File: src/hdl/lmat_pkg.sv
// Shared constants, types and helper functions for the local mean adaptive threshold block.
package lmat_pkg;

	localparam int MAX_WIDTH = 2048;
	localparam int RADIUS    = 7;
	localparam int SPAN      = 2 * RADIUS + 1;
	localparam int PIX_MAX   = 255;

	localparam int PIX_W     = 8;
	localparam int CFG_W     = 12;
	localparam int REG_IDX_W = 4;
	localparam int COL_W     = $clog2(MAX_WIDTH);
	localparam int ROW_W     = CFG_W + 1;
	localparam int SLOT_W    = $clog2(SPAN);
	localparam int LS_DEPTH  = SPAN * MAX_WIDTH;
	localparam int LS_AW     = SLOT_W + COL_W;
	localparam int CS_SUM_W  = $clog2(SPAN * PIX_MAX + 1);
	localparam int CS_CNT_W  = $clog2(SPAN + 1);
	localparam int WS_W      = $clog2(SPAN * SPAN * PIX_MAX + 1);
	localparam int WC_W      = $clog2(SPAN * SPAN + 1);
	localparam int PROD_W    = PIX_W + WC_W;
	localparam int DLY_W     = $clog2(RADIUS * MAX_WIDTH + RADIUS + 1);

	localparam int Q_DEPTH   = 8;
	localparam int Q_PTR_W   = $clog2(Q_DEPTH);
	localparam int Q_CNT_W   = $clog2(Q_DEPTH + 1);

	localparam logic [REG_IDX_W-1:0] REG_FRAME_WIDTH  = REG_IDX_W'(0);
	localparam logic [REG_IDX_W-1:0] REG_FRAME_HEIGHT = REG_IDX_W'(1);

	localparam logic [CFG_W-1:0] SIZE_RESET = CFG_W'(1024);
	localparam logic [PIX_W-1:0] WHITE      = PIX_W'(PIX_MAX);

	typedef struct packed {
		logic [CS_CNT_W-1:0] cnt;
		logic [CS_SUM_W-1:0] sum;
	} colsum_t;

	typedef struct packed {
		logic [PIX_W-1:0] pix;
		logic             inner;
		logic [WS_W-1:0]  wsum;
		logic [WC_W-1:0]  wcnt;
		logic             last;
	} qent_t;

	function automatic logic [CFG_W-1:0] eff_width(input logic [CFG_W-1:0] v);
		logic [CFG_W-1:0] r;
		r = v;
		if (v == '0) r = CFG_W'(1);
		else if (v > CFG_W'(MAX_WIDTH)) r = CFG_W'(MAX_WIDTH);
		return r;
	endfunction

	function automatic logic [CFG_W-1:0] eff_height(input logic [CFG_W-1:0] v);
		return (v == '0) ? CFG_W'(1) : v;
	endfunction

	function automatic logic [DLY_W-1:0] delay_of(input logic [CFG_W-1:0] ew);
		return DLY_W'(ew) * DLY_W'(RADIUS) + DLY_W'(RADIUS);
	endfunction

endpackage

File: src/hdl/lmat_back.sv
// Back end: mean comparison and registered output beat.
module lmat_back (
	input  logic                          clk,
	input  logic                          arst_n,
	input  lmat_pkg::qent_t               q_data,
	input  logic                          q_empty,
	output logic                          q_pop,
	output logic                          m_tvalid,
	input  logic                          m_tready,
	output logic [lmat_pkg::PIX_W-1:0]    m_tdata,
	output logic                          m_tlast
);

	logic                          v_s1;
	logic [lmat_pkg::PIX_W-1:0]    pix_s1;
	logic                          inner_s1, last_s1;
	logic [lmat_pkg::PROD_W-1:0]   prod_s1;
	logic [lmat_pkg::WS_W-1:0]     wsum_s1;
	logic                          out_take, s1_rdy;
	logic [lmat_pkg::PIX_W-1:0]    result;

	assign out_take = !m_tvalid || m_tready;
	assign s1_rdy   = !v_s1 || out_take;
	assign q_pop    = !q_empty && s1_rdy;

	always_ff @(posedge clk or negedge arst_n) begin
		if (!arst_n) begin
			v_s1 <= 1'b0;
		end else if (s1_rdy) begin
			v_s1 <= !q_empty;
		end
	end

	always_ff @(posedge clk) begin
		if (q_pop) begin
			pix_s1   <= q_data.pix;
			inner_s1 <= q_data.inner;
			last_s1  <= q_data.last;
			wsum_s1  <= q_data.wsum;
			prod_s1  <= lmat_pkg::PROD_W'(q_data.pix) * lmat_pkg::PROD_W'(q_data.wcnt);
		end
	end

	always_comb begin
		if (!inner_s1 || pix_s1 == '0) result = pix_s1;
		else if (lmat_pkg::WS_W'(prod_s1) < wsum_s1) result = '0;
		else result = lmat_pkg::WHITE;
	end

	always_ff @(posedge clk or negedge arst_n) begin
		if (!arst_n) begin
			m_tvalid <= 1'b0;
		end else if (out_take) begin
			m_tvalid <= v_s1;
		end
	end

	always_ff @(posedge clk) begin
		if (out_take && v_s1) begin
			m_tdata <= result;
			m_tlast <= last_s1;
		end
	end

endmodule

File: config.mk
export PLATFORM = sky130hd
export DESIGN_NAME = lmat_back
export DESIGN_NICKNAME = d
export VERILOG_FILES = /design/src/hdl/lmat_pkg.sv /design/src/hdl/lmat_back.sv
export SDC_FILE = /design/constraint.sdc
export NUM_CORES = 1
export LEC_CHECK = 0
export BUFFER_PORTS_ARGS = -buffer_cell sky130_fd_sc_hd__clkbuf_2
export CAP_MARGIN = 20
export CORE_UTILIZATION = 45
export DETAILED_ROUTE_END_ITERATION = 6
export GPL_TIMING_DRIVEN = 0
export PLACE_DENSITY_LB_ADDON = 0.12
export SLEW_MARGIN = 5
export SYNTH_ARGS = -nofsm -noshare
export SYNTH_HDL_FRONTEND = slang
export SYNTH_SLANG_ARGS = --single-unit
File: constraint.sdc
create_clock -name clk -period 5.56 [get_ports clk]
set_input_delay 0.556 -clock clk [delete_from_list [all_inputs] [get_ports clk]]
set_output_delay 0.556 -clock clk [all_outputs]
set_load 0.02 [all_outputs]
==> out/metrics.yaml, run 1 <==
logic_synthesis:
  yosysSeqAreaShare: 0.373
  synth_cells: 375
  synth_nets: 500
  synth.distinct_cells: 37
  syn_avg_cell_area_sq_um: 11.3
  ys_warn_count: 0
  ys_ff_latch: 53
  synth_edf_count: 51
  syn_area_sq_um: 4240
  synthArstFlopShare: 0.0377
  synthFlopType: "edfxtp_1"
power:
  p_sw_uw: 545
  power_frac_comb: 0.479
  cellLeakagePower_nw: 2.26
  intPower_uw: 955
  p_per_area_nw_per_um2: 316
  p_clk_frac: 0.148
  ir_worst_vdd_v: 0.000159
  switching_share: 0.363
  sequentialPowerShare: 0.374
cts:
  cts_setup_buffers: 0
  hold_buffers: 0
  cts_tree: "built"
  tritoncts.num_buffers: 5
  numClockSinks: 53
  clockBufferDepth: 2
  ctsResizeCount: 0
  clock-root-buffer: "clkbuf_8"
  cts.clk_slew.worst_paths_ns: 0.09
  clk_latency_ns: 0.30
  htreeDepth: 2
global_routing:
  track_usage: 0.164
  grt_remaining_overflow: 0
  grt_antenna_before_repair: 0
  grt_pass1_vias: 2756
  grt_max_degree: 27
  grt_pass1_wl_um: 12600
finish:
  diodes: 0
  drive_gt1_frac: 0.153
  area_growth_syn_to_layout_pct: 11.9
  fin_nets: 556
worst_setup_path:
  r2r_start: "prod_s1[9]"
  path_class: "in -> reg"
  path_cells: "clkbuf_2, and2_1, fa_1, fa_1, fa_1, inv_1, fa_1, inv_1, ha_1, a21oi_1, o211ai_1, a21o_1, a21oi_1, xnor2_1"
  critical-path-max-stage-delay_ns: 0.55
  crit_required_ns: 5.63
  crit_start: "q_data[28]"
  cp_common_cell: "fa_1"
  worst_ep_arrival_time_ns: 4.37
  crit_fanout: 9
  crit_slowest_cell: "fa_1"
  cp-end-kind: "flip-flop"
  startpoint_type: "primary input"
place:
  dp_hpwl_um: 5960
  io_buffers: 48
  gp_congestion: 0.802
timing:
  drv_slew: 0
  report.final.setup_viol: 0
  period_share: 0.775
  worst_slew_margin_rel: 0.586
  tightest_slew_ns: 0.619
  fmax_ghz: 0.232
  finalClockSkew_ns: 0.00986
  min_period_ns: 4.31
  tns_ns: 0
  hold-worst-slack_ns: 0.0198
  hold_violations: 0
  rsz0062_at_grt: "no"
run:
  drv_cap: 0
drt:
  drt-vias-per-instance: 5.01
  routed_wl_um: 7390
  final_antenna_net_count: 0
  drc: 0
  firstDrtPassIters: 4
  drt_iter0_markers: 101
  num_vias: 2719
  wire_per_inst_um: 13.6
floorplanning:
  io-pin-count: 49
  rows: 35
  start_util: 0.461
  die_w_um: 99.0
  die_y_um: 99.0
  core_area_sq_um: 9200
  dieArea_sq_um: 9810
hold_path:
  hold_path_class: "in -> async"
run_status:
  status: "finished, final reports clean"
[final timing paths]
path | end | slack (ns) | depth (start not counted)
min in group clk | wsum_s1[2] | 0.42 | 1
max in group asynchronous | m_tvalid | 5.44 | 1
worst min-delay path | v_s1 | 0.02 | 1
worst max register to register | m_tdata[5] | 3.34 | 6
worst max-delay path | prod_s1[12] | 1.25 | 14
worst min register to register | m_tlast | 0.45 | 0
[cells in the mapped netlist (2+ instances only)]
cell type | count | area, sq um
edfxtp_1 | 51 | 1530
a21oi_1 | 12 | 60.1
and2_1 | 51 | 319
o21bai_1 | 2 | 15.0
o21a_1 | 3 | 22.5
dfrtp_1 | 2 | 50.1
a31oi_1 | 2 | 12.5
nand2_1 | 24 | 90.1
nor2b_1 | 2 | 12.5
nor2_1 | 20 | 75.1
xnor2_1 | 9 | 78.8
inv_1 | 70 | 263
ha_1 | 51 | 638
nor4_1 | 2 | 12.5
o21ai_0 | 4 | 20.0
a21oi_2 | 2 | 17.5
fa_1 | 36 | 721
xor2_1 | 3 | 26.3
nand2b_1 | 4 | 25.0
o211ai_1 | 3 | 22.5
a21o_1 | 6 | 45.0
[per-layer routing]
| layer | up-vias | global-route usage | share of wire |
|---|---|---|---|
| met5 | - | 0 | 0 |
| met4 | 0 | 0.0413 | 0.0099 |
| met1 | 1325 | 0.200 | 0.43 |
| met3 | 5 | 0.0213 | 0.036 |
| met2 | 46 | 0.306 | 0.52 |
| li1 | 1343 | - | - |
[cell usage in the layout, fill, tap and decap left out, types with 4 or more instances in the layout]
cell / instances
a21o_1: 6
a21oi_1: 11
and2_1: 51
clkbuf_2: 48
clkbuf_8: 6
edfxtp_1: 51
fa_1: 36
ha_1: 51
inv_1: 70
nand2_1: 24
nand2b_1: 4
nor2_1: 20
o21ai_0: 4
xnor2_1: 9
[final cells by class]
type / instances / area [sq um]
Buffer: 1 / 7.51
Clock buffer: 7 / 86.3
Clock inverter: 1 / 7.51
Fill cell: 844 / 4460
Inverter: 70 / 263
Multi-Input combinational cell: 251 / 2400
Sequential cell: 53 / 1580
Tap cell: 111 / 139
Timing Repair Buffer: 49 / 260
[power by group through the flow]
stage          Sequential, mW  Combinational, mW  Clock, mW
2_1_floorplan           0.576              0.546          0
3_3_place_gp            0.571              0.712          0
3_5_place_dp            0.571              0.728          0
4_1_cts                 0.562              0.735      0.228
5_1_grt                 0.566              0.844      0.239
6_report                0.560              0.718      0.222
[cells by family (layout without fill, tap and decap cells)]
| kind of cell | Yosys count | after routing | synth area share |
|---|---|---|---|
| buf+inv | 71 | 128 | 0.0638 |
| compound gates | 42 | 42 | 0.0762 |
| fa+ha+maj | 87 | 87 | 0.321 |
| xor+xnor | 12 | 12 | 0.0248 |
| simple gates | 110 | 110 | 0.141 |
| flops | 53 | 53 | 0.373 |
[sequential cells by signal, indices dropped and copies added, names as in the netlist]
name and count:
wsum_s1 16, v_s1 1, pix_s1 8, m_tdata 8, inner_s1 1, prod_s1 16, m_tlast 1, m_tvalid 1
last_s1 1
[critical path: cells and delay by family]
family,cells,cell delay [ns]
simple gates,1,0.19
compound gates,4,0.79
fa+ha+maj,5,2.48
buf+inv,3,0.27
xor+xnor,1,0.08
[per-stage QoR]
step	util	power, mW	instance area [sq um]	instances	worst slack [ns]
2_1_floorplan	-	1.12	4240	375	1.35
3_3_place_gp	0.502	1.28	4620	534	0.768
3_5_place_dp	0.505	1.30	4650	535	0.929
4_1_cts	0.516	1.53	4740	543	1.26
5_1_grt	0.516	1.65	4740	543	0.929
6_report	0.516	1.50	4740	543	1.25
Note: power is estimated with default switching activity, not from simulation.
==> inputs of run 2 (changes only) <==
clock period = 4 ns   (was 5.56 ns; I/O delays follow)
==> run 2 against run 1 <==
Effect of this change: critical path depth did not move; total power rose by 49%; clock skew rose by 0.0080 ns; hold slack improved by 0.23 ns; cell area rose by 3.4%; critical path type unchanged; largest cell class unchanged.
==> out/metrics.yaml, run 2 (same netlist as run 1, synthesis figures left out) <==
timing:
  report.final.setup_viol: 0  # unchanged
  rsz0062_at_grt: "no"
  period_share: 0.971
  hold_violations: 0  # unchanged
  worst_slew_margin_rel: 0.455  # -0.131
  fin_ws_ns: 0.115  # -1.14 ns
  finalClockSkew_ns: 0.0179  # +0.00802 ns
  drv_slew: 0  # unchanged
  tightest_slew_ns: 0.815  # +0.196 ns
  fmax_ghz: 0.257
  min_period_ns: 3.88
hold_path:
  hold_path_class: "in -> reg"
cts:
  tritoncts.num_buffers: 5  # unchanged
  cts_tree: "built"
  clk_latency_ns: 0.32  # +0.02 ns
  htreeDepth: 2  # unchanged
  clockBufferDepth: 2  # unchanged
  cts.clk_slew.worst_paths_ns: 0.11  # +0.02 ns
  clock-root-buffer: "clkbuf_8"
  numClockSinks: 53  # unchanged
place:
  dp_slack_ns: -0.448  # -1.38 ns
  io_buffers: 48  # unchanged
  dp_hpwl_um: 6050  # +1.6%
  gp_congestion: 0.846  # +5.4%
finish:
  nFillCells: 838  # -0.71%
  fin_nets: 558  # +0.36%
  area_growth_syn_to_layout_pct: 15.7
  final_util: 0.533  # +0.0173
  final_cell_mix: "inv_1, edfxtp_1, and2_1"
  drive_gt1_frac: 0.184  # +0.0316
  diodes: 0  # unchanged
  reg.largest.list: "prod_s1 (16), wsum_s1 (16)"
  layout_commonest_cell: "inv_1"
drt:
  drt_iter0_markers: 107  # +5.9%
  wire_per_inst_um: 13.7  # +1.1%
  firstDrtPassIters: 4  # unchanged
  drc: 0  # unchanged
  num_vias: 2680  # -1.4%
  drt-vias-per-instance: 4.92  # -1.8%
  final_antenna_net_count: 0  # unchanged
  routed_wl_um: 7490  # +1.5%
worst_setup_path:
  cp_common_cell: "fa_1"
  path_class: "in -> reg"
  cp-end-kind: "flip-flop"
  critPathBufInv: 3  # unchanged
  crit_fanout: 8  # -1
  crit_slowest_cell: "fa_1"
  critical-path-max-stage-delay_ns: 0.56  # about the same
  path_cells: "clkbuf_4, and2_1, fa_1, fa_1, fa_1, inv_1, fa_1, inv_1, ha_4, a21oi_4, o211ai_1, a31oi_1, o21bai_1, xor2_1"
  crit_family: "adder cells"
  worst_ep_arrival_time_ns: 3.96  # -0.41 ns
  startpoint_type: "primary input"
  crit_required_ns: 4.08  # -1.55 ns
floorplanning:
  dieArea_sq_um: 9810  # unchanged
  io-pin-count: 49  # unchanged
  core_area_sq_um: 9200  # unchanged
  rows: 35  # unchanged
  die_y_um: 99.0  # unchanged
  start_util: 0.461  # unchanged
  die_w_um: 99.0  # unchanged
global_routing:
  grt_antenna_before_repair: 0  # unchanged
  grt_remaining_overflow: 0  # unchanged
  track_usage: 0.166  # +0.00146
  grt_pass1_wl_um: 12800  # +1.8%
  grt_max_degree: 24  # -11%
  grt_pass1_vias: 2742  # -0.51%
run_status:
  status: "finished, final reports clean"
power:
  ir_worst_vdd_v: 0.000214  # +35%
  p_per_area_nw_per_um2: 455  # +44%
  cellLeakagePower_nw: 2.29  # +1.6%
run:
  drv_cap: 0  # unchanged
[run 2: cell count changes in the layout (fill, tap and decap cells not counted), moves of 3 or more]
cell      before  now
a21oi_1       11    7
clkbuf_4       0    5
clkbuf_2      48   34
buf_4          1    5
ha_4           0    4
a21oi_2        2    5
buf_6          0    4
ha_1          51   47
[run 2: worst paths after layout]
check	start	end	slack, ns	cells past startpoint
min	q_data[25]	inner_s1	0.25	1
max in group asynchronous	arst_n	v_s1	3.49	2
min reg2reg	last_s1	m_tlast	0.44	0
min in group asynchronous	arst_n	m_tvalid	0.41	2
max reg2reg	prod_s1[9]	m_tdata[5]	1.91	6
max	q_data[8]	prod_s1[14]	0.12	14
[run 2: final cells by class]
cell class,count,area (sq um),share of cell area
Buffer,1,7.51,0.00153
Clock buffer,5,68.8,0.0140
Clock inverter,3,28.8,0.00587
Inverter,70,263,0.0536
Multi-Input combinational cell,251,2480,0.506
Sequential cell,53,1580,0.323
Tap cell,111,139,0.0283
Timing Repair Buffer,51,330,0.0674
[run 2: layer usage]
metal / vias up / GRT usage / wire [um]
li1: 1353 / - / -
met2: 49 / 0.276 / 3460
met1: 1271 / 0.231 / 3750
met3: 7 / 0.0170 / 188
met5: - / 0 / 0
met4: 0 / 0.0448 / 94
[run 2: through the flow]
stage | total power, mW | cells | hold slack (ns) | setup TNS (ns) | cell area (sq um)
5_1_grt | 2.43 | 545 | 0.235 | 0 | 4900
4_1_cts | 2.17 | 544 | 0.245 | -0.00206 | 4800
6_report | 2.23 | 545 | 0.249 | 0 | 4900
3_3_place_gp | 1.80 | 534 | 0.185 | -2.79 | 4630
2_1_floorplan | 1.59 | 375 | 0.104 | 0 | 4250
3_5_place_dp | 1.82 | 535 | 0.188 | -2.50 | 4670
[run 2: report_power, final]
part           internal [mW]  total (mW)  switching (mW)
logic                  0.528        1.13           0.605
registers              0.749       0.778          0.0288
clock network          0.131       0.318           0.187
total                   1.41        2.23           0.820
[run 2: repair_timing]
item | in CTS | in global routing
setup buffers | 0 | 1
setup endpoints to repair | 4 | 6
gates resized for setup | 5 | 40
endpoints found under the hold margin | 2 | 0
pin swaps | 0 | 11
hold buffers | 1 | 0
