--- config.mk ---
export PLATFORM = sky130hd
export DESIGN_NAME = lmat_fifo
export DESIGN_NICKNAME = d
export VERILOG_FILES = /design/src/hdl/lmat_pkg.sv /design/src/hdl/lmat_fifo.sv
export SDC_FILE = /design/constraint.sdc
export NUM_CORES = 1
export LEC_CHECK = 0
export ABC_CLOCK_PERIOD_IN_PS = 3950
export BUFFER_PORTS_ARGS = -buffer_cell sky130_fd_sc_hd__buf_4
export CAP_MARGIN = 20
export CORE_MARGIN = 1.5
export CORE_UTILIZATION = 40
export DETAILED_ROUTE_END_ITERATION = 8
export HOLD_SLACK_MARGIN = 0.06
export SLEW_MARGIN = 0
export SYNTH_ARGS = -nofsm -noshare
export SYNTH_HDL_FRONTEND = slang
export SYNTH_SLANG_ARGS = --single-unit
--- constraint.sdc ---
create_clock -name clk -period 3.95 [get_ports clk]
set_input_delay 0.395 -clock clk [delete_from_list [all_inputs] [get_ports clk]]
set_output_delay 0.395 -clock clk [all_outputs]
set_load 0.1 [all_outputs]
--- src/hdl/lmat_pkg.sv ---
// Shared constants, types and helper functions for the local mean adaptive threshold block.
package lmat_pkg;

	localparam int MAX_WIDTH = 2048;
	localparam int RADIUS    = 7;
	localparam int SPAN      = 2 * RADIUS + 1;
	localparam int PIX_MAX   = 255;

	localparam int PIX_W     = 8;
	localparam int CFG_W     = 12;
	localparam int REG_IDX_W = 4;
	localparam int COL_W     = $clog2(MAX_WIDTH);
	localparam int ROW_W     = CFG_W + 1;
	localparam int SLOT_W    = $clog2(SPAN);
	localparam int LS_DEPTH  = SPAN * MAX_WIDTH;
	localparam int LS_AW     = SLOT_W + COL_W;
	localparam int CS_SUM_W  = $clog2(SPAN * PIX_MAX + 1);
	localparam int CS_CNT_W  = $clog2(SPAN + 1);
	localparam int WS_W      = $clog2(SPAN * SPAN * PIX_MAX + 1);
	localparam int WC_W      = $clog2(SPAN * SPAN + 1);
	localparam int PROD_W    = PIX_W + WC_W;
	localparam int DLY_W     = $clog2(RADIUS * MAX_WIDTH + RADIUS + 1);

	localparam int Q_DEPTH   = 8;
	localparam int Q_PTR_W   = $clog2(Q_DEPTH);
	localparam int Q_CNT_W   = $clog2(Q_DEPTH + 1);

	localparam logic [REG_IDX_W-1:0] REG_FRAME_WIDTH  = REG_IDX_W'(0);
	localparam logic [REG_IDX_W-1:0] REG_FRAME_HEIGHT = REG_IDX_W'(1);

	localparam logic [CFG_W-1:0] SIZE_RESET = CFG_W'(1024);
	localparam logic [PIX_W-1:0] WHITE      = PIX_W'(PIX_MAX);

	typedef struct packed {
		logic [CS_CNT_W-1:0] cnt;
		logic [CS_SUM_W-1:0] sum;
	} colsum_t;

	typedef struct packed {
		logic [PIX_W-1:0] pix;
		logic             inner;
		logic [WS_W-1:0]  wsum;
		logic [WC_W-1:0]  wcnt;
		logic             last;
	} qent_t;

	function automatic logic [CFG_W-1:0] eff_width(input logic [CFG_W-1:0] v);
		logic [CFG_W-1:0] r;
		r = v;
		if (v == '0) r = CFG_W'(1);
		else if (v > CFG_W'(MAX_WIDTH)) r = CFG_W'(MAX_WIDTH);
		return r;
	endfunction

	function automatic logic [CFG_W-1:0] eff_height(input logic [CFG_W-1:0] v);
		return (v == '0) ? CFG_W'(1) : v;
	endfunction

	function automatic logic [DLY_W-1:0] delay_of(input logic [CFG_W-1:0] ew);
		return DLY_W'(ew) * DLY_W'(RADIUS) + DLY_W'(RADIUS);
	endfunction

endpackage

--- src/hdl/lmat_fifo.sv ---
// Short queue between the window front end and the decision back end.
module lmat_fifo (
	input  logic                          clk,
	input  logic                          arst_n,
	input  logic                          push,
	input  lmat_pkg::qent_t               din,
	input  logic                          pop,
	output lmat_pkg::qent_t               dout,
	output logic                          empty,
	output logic [lmat_pkg::Q_CNT_W-1:0]  count
);

	lmat_pkg::qent_t                 mem_q [lmat_pkg::Q_DEPTH];
	logic [lmat_pkg::Q_PTR_W-1:0]    wr_q;
	logic [lmat_pkg::Q_PTR_W-1:0]    rd_q;
	logic [lmat_pkg::Q_CNT_W-1:0]    cnt_q;

	assign dout  = mem_q[rd_q];
	assign empty = (cnt_q == '0);
	assign count = cnt_q;

	always_ff @(posedge clk or negedge arst_n) begin
		if (!arst_n) begin
			wr_q  <= '0;
			rd_q  <= '0;
			cnt_q <= '0;
		end else begin
			if (push) wr_q <= wr_q + lmat_pkg::Q_PTR_W'(1);
			if (pop) rd_q <= rd_q + lmat_pkg::Q_PTR_W'(1);
			if (push && !pop) cnt_q <= cnt_q + lmat_pkg::Q_CNT_W'(1);
			else if (pop && !push) cnt_q <= cnt_q - lmat_pkg::Q_CNT_W'(1);
		end
	end

	always_ff @(posedge clk) begin
		if (push) mem_q[wr_q] <= din;
	end

endmodule

==> results_dict.tcl, run 1 <==
set metrics [dict create \
    outcome "finished clean" \
    timing_max_transition_violations_final 0 \
    finalSetupViolations 0 \
    maximum_number_of_pins_on_one_net_before_global_route_repair 71 \
    cts_sinks 282 \
    finalCritPeriodShare_pct 82.4 \
    ctsHoldBuffers 1 \
    chipWidth_um 168 \
    design.core.area_um2 26800 \
    initial_utilization_pct 40.5 \
    postRouteWirelength_um 20500 \
    path_class "reg2out" \
    io_pins 77 \
    detailroute.via_count 4803 \
    drtPass1Iterations 4 \
    critical_path.endpoint_type "output port" \
    worstPathArrival_ns 2.86 \
    crit_path_max_incr_delay_ns 0.85 \
    crit_fanout 32 \
    timing.critical_path.required_ns 3.56 \
    final.setup.tns_ns 0 \
    slowest_stage "dfrtp_4" \
    critical_path.cell_chain "buf_4 -> mux4_2 -> mux2_2 -> buf_4" \
    tritoncts.num_buffers 29 \
    timing.fmax_mhz 307 \
    cp_common_cell "buf_4" \
    detail_route.vias_per_cell 5.22 \
    design.die.area_um2 28100 \
    syn_avg_cell_area_um2 23.9 \
    rsz_0062_raised_after_global_routing "false" \
    number_of_buffers_inserted_to_repair_setup_after_cts 0 \
    grt_pass1_wl_um 31100 \
    placement_rows 60 \
    number_of_antenna_violations_at_the_first_check_in_global_routing 1 \
    worst_slew_pin_slew_ns 1.05 \
    synth_cells 453 \
    timing.max_slew.rel_slack_pct 30.1 \
    cap_violations 0 \
    num-nets-final 601 \
    worstSkewPairLatency_ns 0.53 \
    cts.htree.levels 1 \
    resized_gates_after_cts 0 \
    antenna-diode-count 0 \
    timing_hold_violations_final 0 \
    die_extent_in_y_um 168 \
    hold_depth 2 \
    grt_util_overall_pct 14.7 \
    tritoncts "built" \
    route.antenna.remaining_nets 0 \
    synth-seq-cells 282 \
    drtIter0Drc 340 \
    grt_pass1_vias 5093 \
    layout-drive-gt1-share_pct 44.4 \
    place_congestion 0.707 \
    reg2reg_depth 3 \
    final_period_minus_worst_setup_slack_ns 3.26 \
    total_overflow_reported_by_the_global_router 0 \
    io_buffers 76 \
    yosys_warnings 0 \
    fin_worst_skew_ns 0.00980 \
    drcViolationCount 0 \
    synth_fp_nets 497 \
    clock_tree.buffer_depth 3 \
    clkTransAtPathRegs_ns 0.06 \
    syn_to_final_growth_pct 19.0 \
    critical_path.startpoint_type "register" \
    synth.yosys.seq_area_share_pct 77.6 \
    post_synth_num_cell_types 29 \
    clock_tree.root_cell "clkbuf_16" \
    fill_cells 2152 \
    wl_per_cell_um 22.3 \
    hp-class "in2reg" \
    place_hpwl_um 12000 \
    netlist_area_um2 10800 \
]
==> cell families after synthesis <==
group | after synthesis | share of synthesized area (%)
simple gates | 24 | 1.07
fa+ha+maj | 6 | 0.762
xor+xnor | 6 | 0.485
buf+inv | 23 | 1.26
flops | 282 | 77.6
compound gates | 6 | 0.381
mux | 106 | 18.4
==> stage by stage <==
| stage | instance area [um^2] | utilization, % | std cells | worst slack (ns) | hold slack, ns |
|---|---|---|---|---|---|
| after global placement | 11900 | 44.5 | 866 | 1.18 | 0.231 |
| after CTS | 12900 | 48.2 | 920 | 0.589 | 0.0638 |
| after floorplan | 10800 | - | 453 | 0.569 | 0.0994 |
| after detailed placement | 11900 | 44.5 | 866 | 1.16 | 0.234 |
| final | 12900 | 48.2 | 920 | 0.694 | 0.0854 |
| after global routing | 12900 | 48.2 | 920 | 0.496 | 0.0772 |
==> cell type report <==
type | instances | area [um^2] | share of cell area [%]
sequential | 282 | 8430 | 65.3
multi-input combinational | 148 | 2350 | 18.2
clock buffer | 33 | 741 | 5.74
timing repair buffer | 94 | 721 | 5.58
tap | 341 | 427 | 3.31
clock inverter | 20 | 234 | 1.81
inverter | 2 | 7.51 | 0.0582
==> cell usage after synthesis <==
| master | number | area (um^2) |
|---|---|---|
| a2111o_1 | 1 | 11.3 |
| a21oi_1 | 2 | 10.0 |
| buf_1 | 1 | 3.75 |
| buf_12 | 2 | 40.0 |
| buf_2 | 8 | 40.0 |
| buf_6 | 1 | 11.3 |
| clkbuf_1 | 9 | 33.8 |
| dfrtp_1 | 10 | 250 |
| edfxtp_1 | 272 | 8170 |
| fa_1 | 1 | 20.0 |
| ha_1 | 5 | 62.6 |
| inv_1 | 2 | 7.51 |
| mux2_2 | 27 | 304 |
| mux2_4 | 10 | 150 |
| mux2i_1 | 1 | 10.0 |
| mux4_2 | 68 | 1530 |
| nand2_1 | 6 | 22.5 |
| nand2b_1 | 3 | 18.8 |
| nand3_1 | 2 | 10.0 |
| nand3b_1 | 1 | 7.51 |
| nor2_1 | 6 | 22.5 |
| nor3_1 | 3 | 15.0 |
| nor4_1 | 1 | 6.26 |
| o211ai_1 | 2 | 15.0 |
| o21ai_0 | 1 | 5.00 |
| or3_1 | 1 | 6.26 |
| or4_1 | 1 | 7.51 |
| xnor2_1 | 4 | 35.0 |
| xor2_1 | 2 | 17.5 |
==> path summary, 6_finish.rpt <==
kind,from,slack [ns],endpoint
worst max-delay path,rd_q[0],0.69,dout[9]
worst min-delay path,pop,0.09,rd_q[0]
worst max register to register,wr_q[2],1.93,mem_q[3][23]
worst min register to register,count[2],0.58,count[2]
max in group asynchronous,arst_n,3.55,rd_q[0]
min in group asynchronous,arst_n,0.23,count[0]
==> flip-flops by register name (all words and copies together), names as in the netlist <==
signal / cells
mem_q: 272
count: 4
rd_q: 3
wr_q: 3
==> critical path, delay by kind of cell, from the launching register on <==
kind | cells | cell delay, ns
flip-flops | 1 | 0.85
multiplexers | 2 | 0.82
buffers and inverters | 2 | 0.64
==> cell usage in the layout (no fill, tap or decap), types with 2 or more instances in the layout <==
cell type  count
a21oi_1        2
buf_4         92
bufinv_16      5
clkbuf_1       4
clkbuf_16     29
clkinv_1       2
clkinv_2      10
clkinv_4       2
dfrtp_1        7
dfrtp_4        2
edfxtp_1     272
ha_1           5
inv_1          2
mux2_2        27
mux2_4        10
mux4_2        68
nand2_1        6
nand2b_1       3
nand3_1        2
nor2_4         6
nor3_2         2
o211ai_1       2
xnor2_1        4
xor2_1         2
==> layer usage <==
metal	GRT usage, %	routed length [um]
met1	19.9	9110
met2	24.7	10100
met3	3.10	925
met4	3.45	345
met5	0	13
Power of run 1 is not shown: default switching activity piles up to over one toggle a cycle in this logic, so the estimate is an artifact.
==> run 2: changes to the inputs <==
--- a/config.mk
+++ b/config.mk
@@ -5,7 +5,7 @@
 export SDC_FILE = /design/constraint.sdc
 export NUM_CORES = 1
 export LEC_CHECK = 0
-export ABC_CLOCK_PERIOD_IN_PS = 3950
+export ABC_CLOCK_PERIOD_IN_PS = 2780
 export BUFFER_PORTS_ARGS = -buffer_cell sky130_fd_sc_hd__buf_4
 export CAP_MARGIN = 20
 export CORE_MARGIN = 1.5
==> constraint.sdc (replaced) <==
create_clock -name clk -period 2.78 [get_ports clk]
set_input_delay 0.278 -clock clk [delete_from_list [all_inputs] [get_ports clk]]
set_output_delay 0.278 -clock clk [all_outputs]
set_load 0.1 [all_outputs]
==> run 2 against run 1 <==
  * Register-to-register slack got worse by 0.84 ns
  * Wire length grew 2.8%
  * Final cell count rose by 4.2%
  * Final area grew 3.3%
  * Worst hold slack better by 0.024 ns
  * Highest routed layer is now met4
==> results_dict.tcl, run 2 (synthesis results as in run 1) <==
set metrics [dict create \
    timing.critical_path.required_ns 2.50 \
    worst_slew_pin_slew_ns 0.419 \
    chipWidth_um 168 \
    clkTransAtPathRegs_ns 0.07 \
    grt_pass1_vias 5422 \
    initial_utilization_pct 40.5 \
    flip_flop_count_of_the_largest_register_after_layout 272 \
    post-route-util_pct 49.7 \
    finalSetupViolations 0 \
    layout.cells.most_common "edfxtp_1" \
    worst_setup_path_startpoint "rd_q[0]" \
    layout-drive-gt1-share_pct 41.7 \
    cap_violations 0 \
    io_pins 77 \
    worstPathArrival_ns 2.35 \
    max_flop_register "mem_q" \
    drtPass1Iterations 4 \
    timing.reg2reg.setup_slack_ns 1.09 \
    detail_route.vias_per_cell 5.21 \
    reg2reg_from "wr_q[1]" \
    timing_hold_violations_final 0 \
    timing_max_transition_violations_final 0 \
    grt_util_overall_pct 15.4 \
    clock_tree.buffer_depth 3 \
    hp-class "in2async" \
    grt_pass1_wl_um 32600 \
    maximum_number_of_pins_on_one_net_before_global_route_repair 41 \
    tritoncts.num_buffers 27 \
    cts_sinks 282 \
    clock_tree.root_cell "clkbuf_16" \
    reg2reg_depth 3 \
    reg2reg_to "mem_q[0][9]" \
    mostFrequentLayoutCells "edfxtp_1 (272), buf_4 (94), mux4_2 (68)" \
    final_period_minus_worst_setup_slack_ns 2.63 \
    design.die.area_um2 28100 \
    design.core.area_um2 26800 \
    path_class "reg2out" \
    wl_per_cell_um 22.0 \
    die_extent_in_y_um 168 \
    critical_path.startpoint_type "register" \
    resized_gates_after_cts 0 \
    crit_path_end "dout[11]" \
    placement_rows 60 \
    timing.fmax_mhz 380 \
    rsz_0062_raised_after_global_routing "false" \
    route.antenna.remaining_nets 0 \
    drcViolationCount 0 \
    timing.max_slew.rel_slack_pct 72.0 \
    number_of_antenna_violations_at_the_first_check_in_global_routing 0 \
    cts.htree.levels 1 \
    drtIter0Drc 315 \
    detailroute.via_count 4992 \
    fin_worst_skew_ns 0.00937 \
    place_hpwl_um 12000 \
    syn_to_final_growth_pct 22.9 \
    critical_path.endpoint_type "output port" \
    postRouteWirelength_um 21100 \
    io_buffers 76 \
    worstSkewPairLatency_ns 0.53 \
    crit_fanout 22 \
    total_overflow_reported_by_the_global_router 0 \
    outcome "finished clean" \
    finalCritPeriodShare_pct 94.7 \
    tritoncts "built" \
    place_congestion 0.687 \
    num-nets-final 642 \
]
==> run 2: changes by cell type in the layout (fill, tap and decap cells not counted), moves of 3 or more <==
cell           delta
buf_12            +5
clkbuf_1          +3
clkbuf_8          +3
clkinv_2          -8
clkinvlp_4        +3
dlygate4sd3_1    +36
==> run 2: per-stage QoR <==
step	TNS (ns)	std cells	area, um^2	worst slack, ns	hold WS, ns
CTS	0	958	13300	0.120	0.104
global placement	0	871	12000	0.441	0.111
detailed placement	0	871	12000	0.433	0.120
global route	0	958	13300	0.0857	0.122
finish	0	959	13300	0.147	0.110
floorplan	-0.164	453	10900	-0.164	-0.0176
==> run 2: how the worst min path moves through the flow <==
stage,startpoint,to,depth (start not counted)
after global routing,arst_n,count[1],2
after detailed placement,arst_n,count[1],1
after global placement,arst_n,count[2],1
final,arst_n,count[1],2
after floorplan,arst_n,count[0],0
after CTS,arst_n,count[1],2
==> run 2: per-layer routing <==
layer / up-vias / wire length, um / track usage, %
met1: 2647 / 9300 / 21.1
met5: - / 0 / 0
met4: 0 / 357 / 3.64
li1: 2204 / - / -
met2: 115 / 10500 / 26.0
met3: 26 / 879 / 2.53
==> run 2: timing repair <==
item	in CTS	in global routing
setup endpoints to repair	27	0
buffers inserted	2	0
hold buffers	37	0
hold endpoints to repair	288	0
==> run 2: area by class of cell <==
class	instances	area, um^2
diodes	1	2.50
clock buffers	37	743
clock inverters	11	165
fillers	2110	13500
inverters	2	7.51
multi-input cells	148	2360
flip-flops and latches	282	8430
well taps	341	427
repair buffers	137	1200
==> run 2: critical path, cell delays in order (launching register included) <==
cell and delay (ns):
dfrtp_4 0.52, buf_12 0.23, mux4_2 0.52, mux2_2 0.30, buf_4 0.24
Power of run 2 is left out for the same reason.
==> run 3: changes to the inputs <==
--- a/config.mk
+++ b/config.mk
@@ -8,7 +8,7 @@
 export ABC_CLOCK_PERIOD_IN_PS = 2780
 export BUFFER_PORTS_ARGS = -buffer_cell sky130_fd_sc_hd__buf_4
 export CAP_MARGIN = 20
-export CORE_MARGIN = 1.5
+export CORE_MARGIN = 2
 export CORE_UTILIZATION = 40
 export DETAILED_ROUTE_END_ITERATION = 8
 export HOLD_SLACK_MARGIN = 0.06
==> run 3 against run 2 <==
  * Wire length increased by 0.55%
  * Clock skew is 0.0022 ns higher
  * Via count is 0.28% lower
  * Register-to-register slack got worse by 0.12 ns
  * Worst setup slack got worse by 0.0075 ns
  * Count of clock-buffer cells in the layout did not move
  * Maximum frequency is 0.28% lower
  * Largest cell class unchanged
==> results_dict.tcl, run 3 (synthesis results as in run 1) <==
set metrics [dict create \
    design.die.area_um2 28400 \
    drtIter0Drc 317 \
    clock_tree.buffer_depth 3 \
    chipWidth_um 169 \
    num-nets-final 644 \
    fin_hold_ws_ns 0.100 \
    cpLargestDelayFamily "multiplexers" \
    tritoncts "built" \
    fin_worst_skew_ns 0.0115 \
    place_congestion 0.705 \
    drtPass1Iterations 5 \
    final_cell_area_um2 13400 \
    critical_path.endpoint_type "output port" \
    worstPathArrival_ns 2.36 \
    critical_path.cell_chain "buf_12 -> mux4_2 -> mux2_2 -> buf_4" \
    worstSkewPairLatency_ns 0.54 \
    timing.fmax_mhz 379 \
    initial_utilization_pct 40.5 \
    max_flop_register "mem_q" \
    path_class "reg2out" \
    detail_route.vias_per_cell 5.16 \
    detailroute.via_count 4978 \
    worst_setup_path_startpoint "rd_q[0]" \
    place_hpwl_um 12700 \
    finalCritPeriodShare_pct 95.0 \
    postRouteWirelength_um 21200 \
    design.core.area_um2 26800 \
    io_pins 77 \
    critical_path.startpoint_type "register" \
    timing_max_transition_violations_final 0 \
    flip_flop_count_of_the_largest_register_after_layout 272 \
    cap_violations 0 \
    timing.max_slew.rel_slack_pct 66.6 \
    final_period_minus_worst_setup_slack_ns 2.64 \
    wl_per_cell_um 22.0 \
    grt_pass1_vias 5436 \
    tritoncts.num_buffers 29 \
    timing.critical_path.required_ns 2.50 \
    io_buffers 76 \
    reg2reg_to "mem_q[0][0]" \
    resized_gates_after_cts 0 \
    cp.depth 4 \
    crit_path_end "dout[31]" \
    reg2reg_depth 3 \
    rsz_0062_raised_after_global_routing "false" \
    total_overflow_reported_by_the_global_router 0 \
    cts.htree.levels 1 \
    layout.cells.most_common "edfxtp_1" \
    grt_util_overall_pct 15.2 \
    die_extent_in_y_um 169 \
    timing.critical_path.buf_inv 2 \
    hp-class "in2async" \
    clock_tree.root_cell "clkbuf_16" \
    preCtsSetupSlack_ns 0.492 \
    crit_fanout 22 \
    setup_ws_final_ns 0.140 \
    crit_path_max_incr_delay_ns 0.52 \
    timing.reg2reg.setup_slack_ns 0.97 \
    route.antenna.remaining_nets 0 \
    placement_rows 60 \
    mostFrequentLayoutCells "edfxtp_1 (272), buf_4 (92), mux4_2 (68)" \
    finalSetupViolations 0 \
    syn_to_final_growth_pct 23.2 \
    number_of_antenna_violations_at_the_first_check_in_global_routing 2 \
    placement.cell_area_um2 12100 \
    maximum_number_of_pins_on_one_net_before_global_route_repair 27 \
    post-route-util_pct 49.8 \
    timing_hold_violations_final 0 \
    layout-drive-gt1-share_pct 41.6 \
    slowest_stage "mux4_2" \
    drcViolationCount 0 \
    grt_pass1_wl_um 32200 \
    cts_sinks 282 \
    outcome "finished clean" \
    reg2reg_from "wr_q[1]" \
    clkTransAtPathRegs_ns 0.06 \
    worst_slew_pin_slew_ns 0.502 \
]
-- run 3: layer usage --
metal	share of wire (%)	up-vias	track usage [%]
met5	0	-	0
met4	1.3	0	3.19
met3	4.7	24	2.88
met2	52	119	26.5
met1	42	2620	19.9
li1	-	2215	-
-- run 3: how the worst min path moves through the flow --
stage / from / endpoint / cells past startpoint
after floorplan: arst_n / count[0] / 0
after global placement: arst_n / count[2] / 1
after detailed placement: arst_n / count[1] / 1
after CTS: arst_n / count[3] / 2
after global routing: arst_n / count[3] / 2
final: arst_n / count[0] / 2
-- run 3: stage by stage --
stage | instances | TNS (ns)
floorplan | 453 | -0.164
global placement | 870 | 0
detailed placement | 870 | 0
CTS | 963 | 0
global route | 964 | 0
finish | 965 | 0
-- run 3: final cells by class --
cell class	instances	area, um^2
antenna	2	5.00
clock buffer	37	776
clock inverter	16	130
fill	2135	13400
inverter	2	7.51
multi-input combinational	148	2360
sequential	282	8430
tap	341	427
timing repair buffer	137	1220
-- run 3: worst register-to-register path: stages, from the launching register on --
cell	delay (ns)
dfrtp_1	0.40
nand2b_1	0.32
nor3_4	0.44
buf_4	0.32
-- run 3: timing repair --
action,CTS,global route
endpoints found under the hold margin,288,0
endpoints found under the setup margin,28,0
hold buffers,37,0
setup buffers,3,0
Power of run 3 is left out for the same reason.
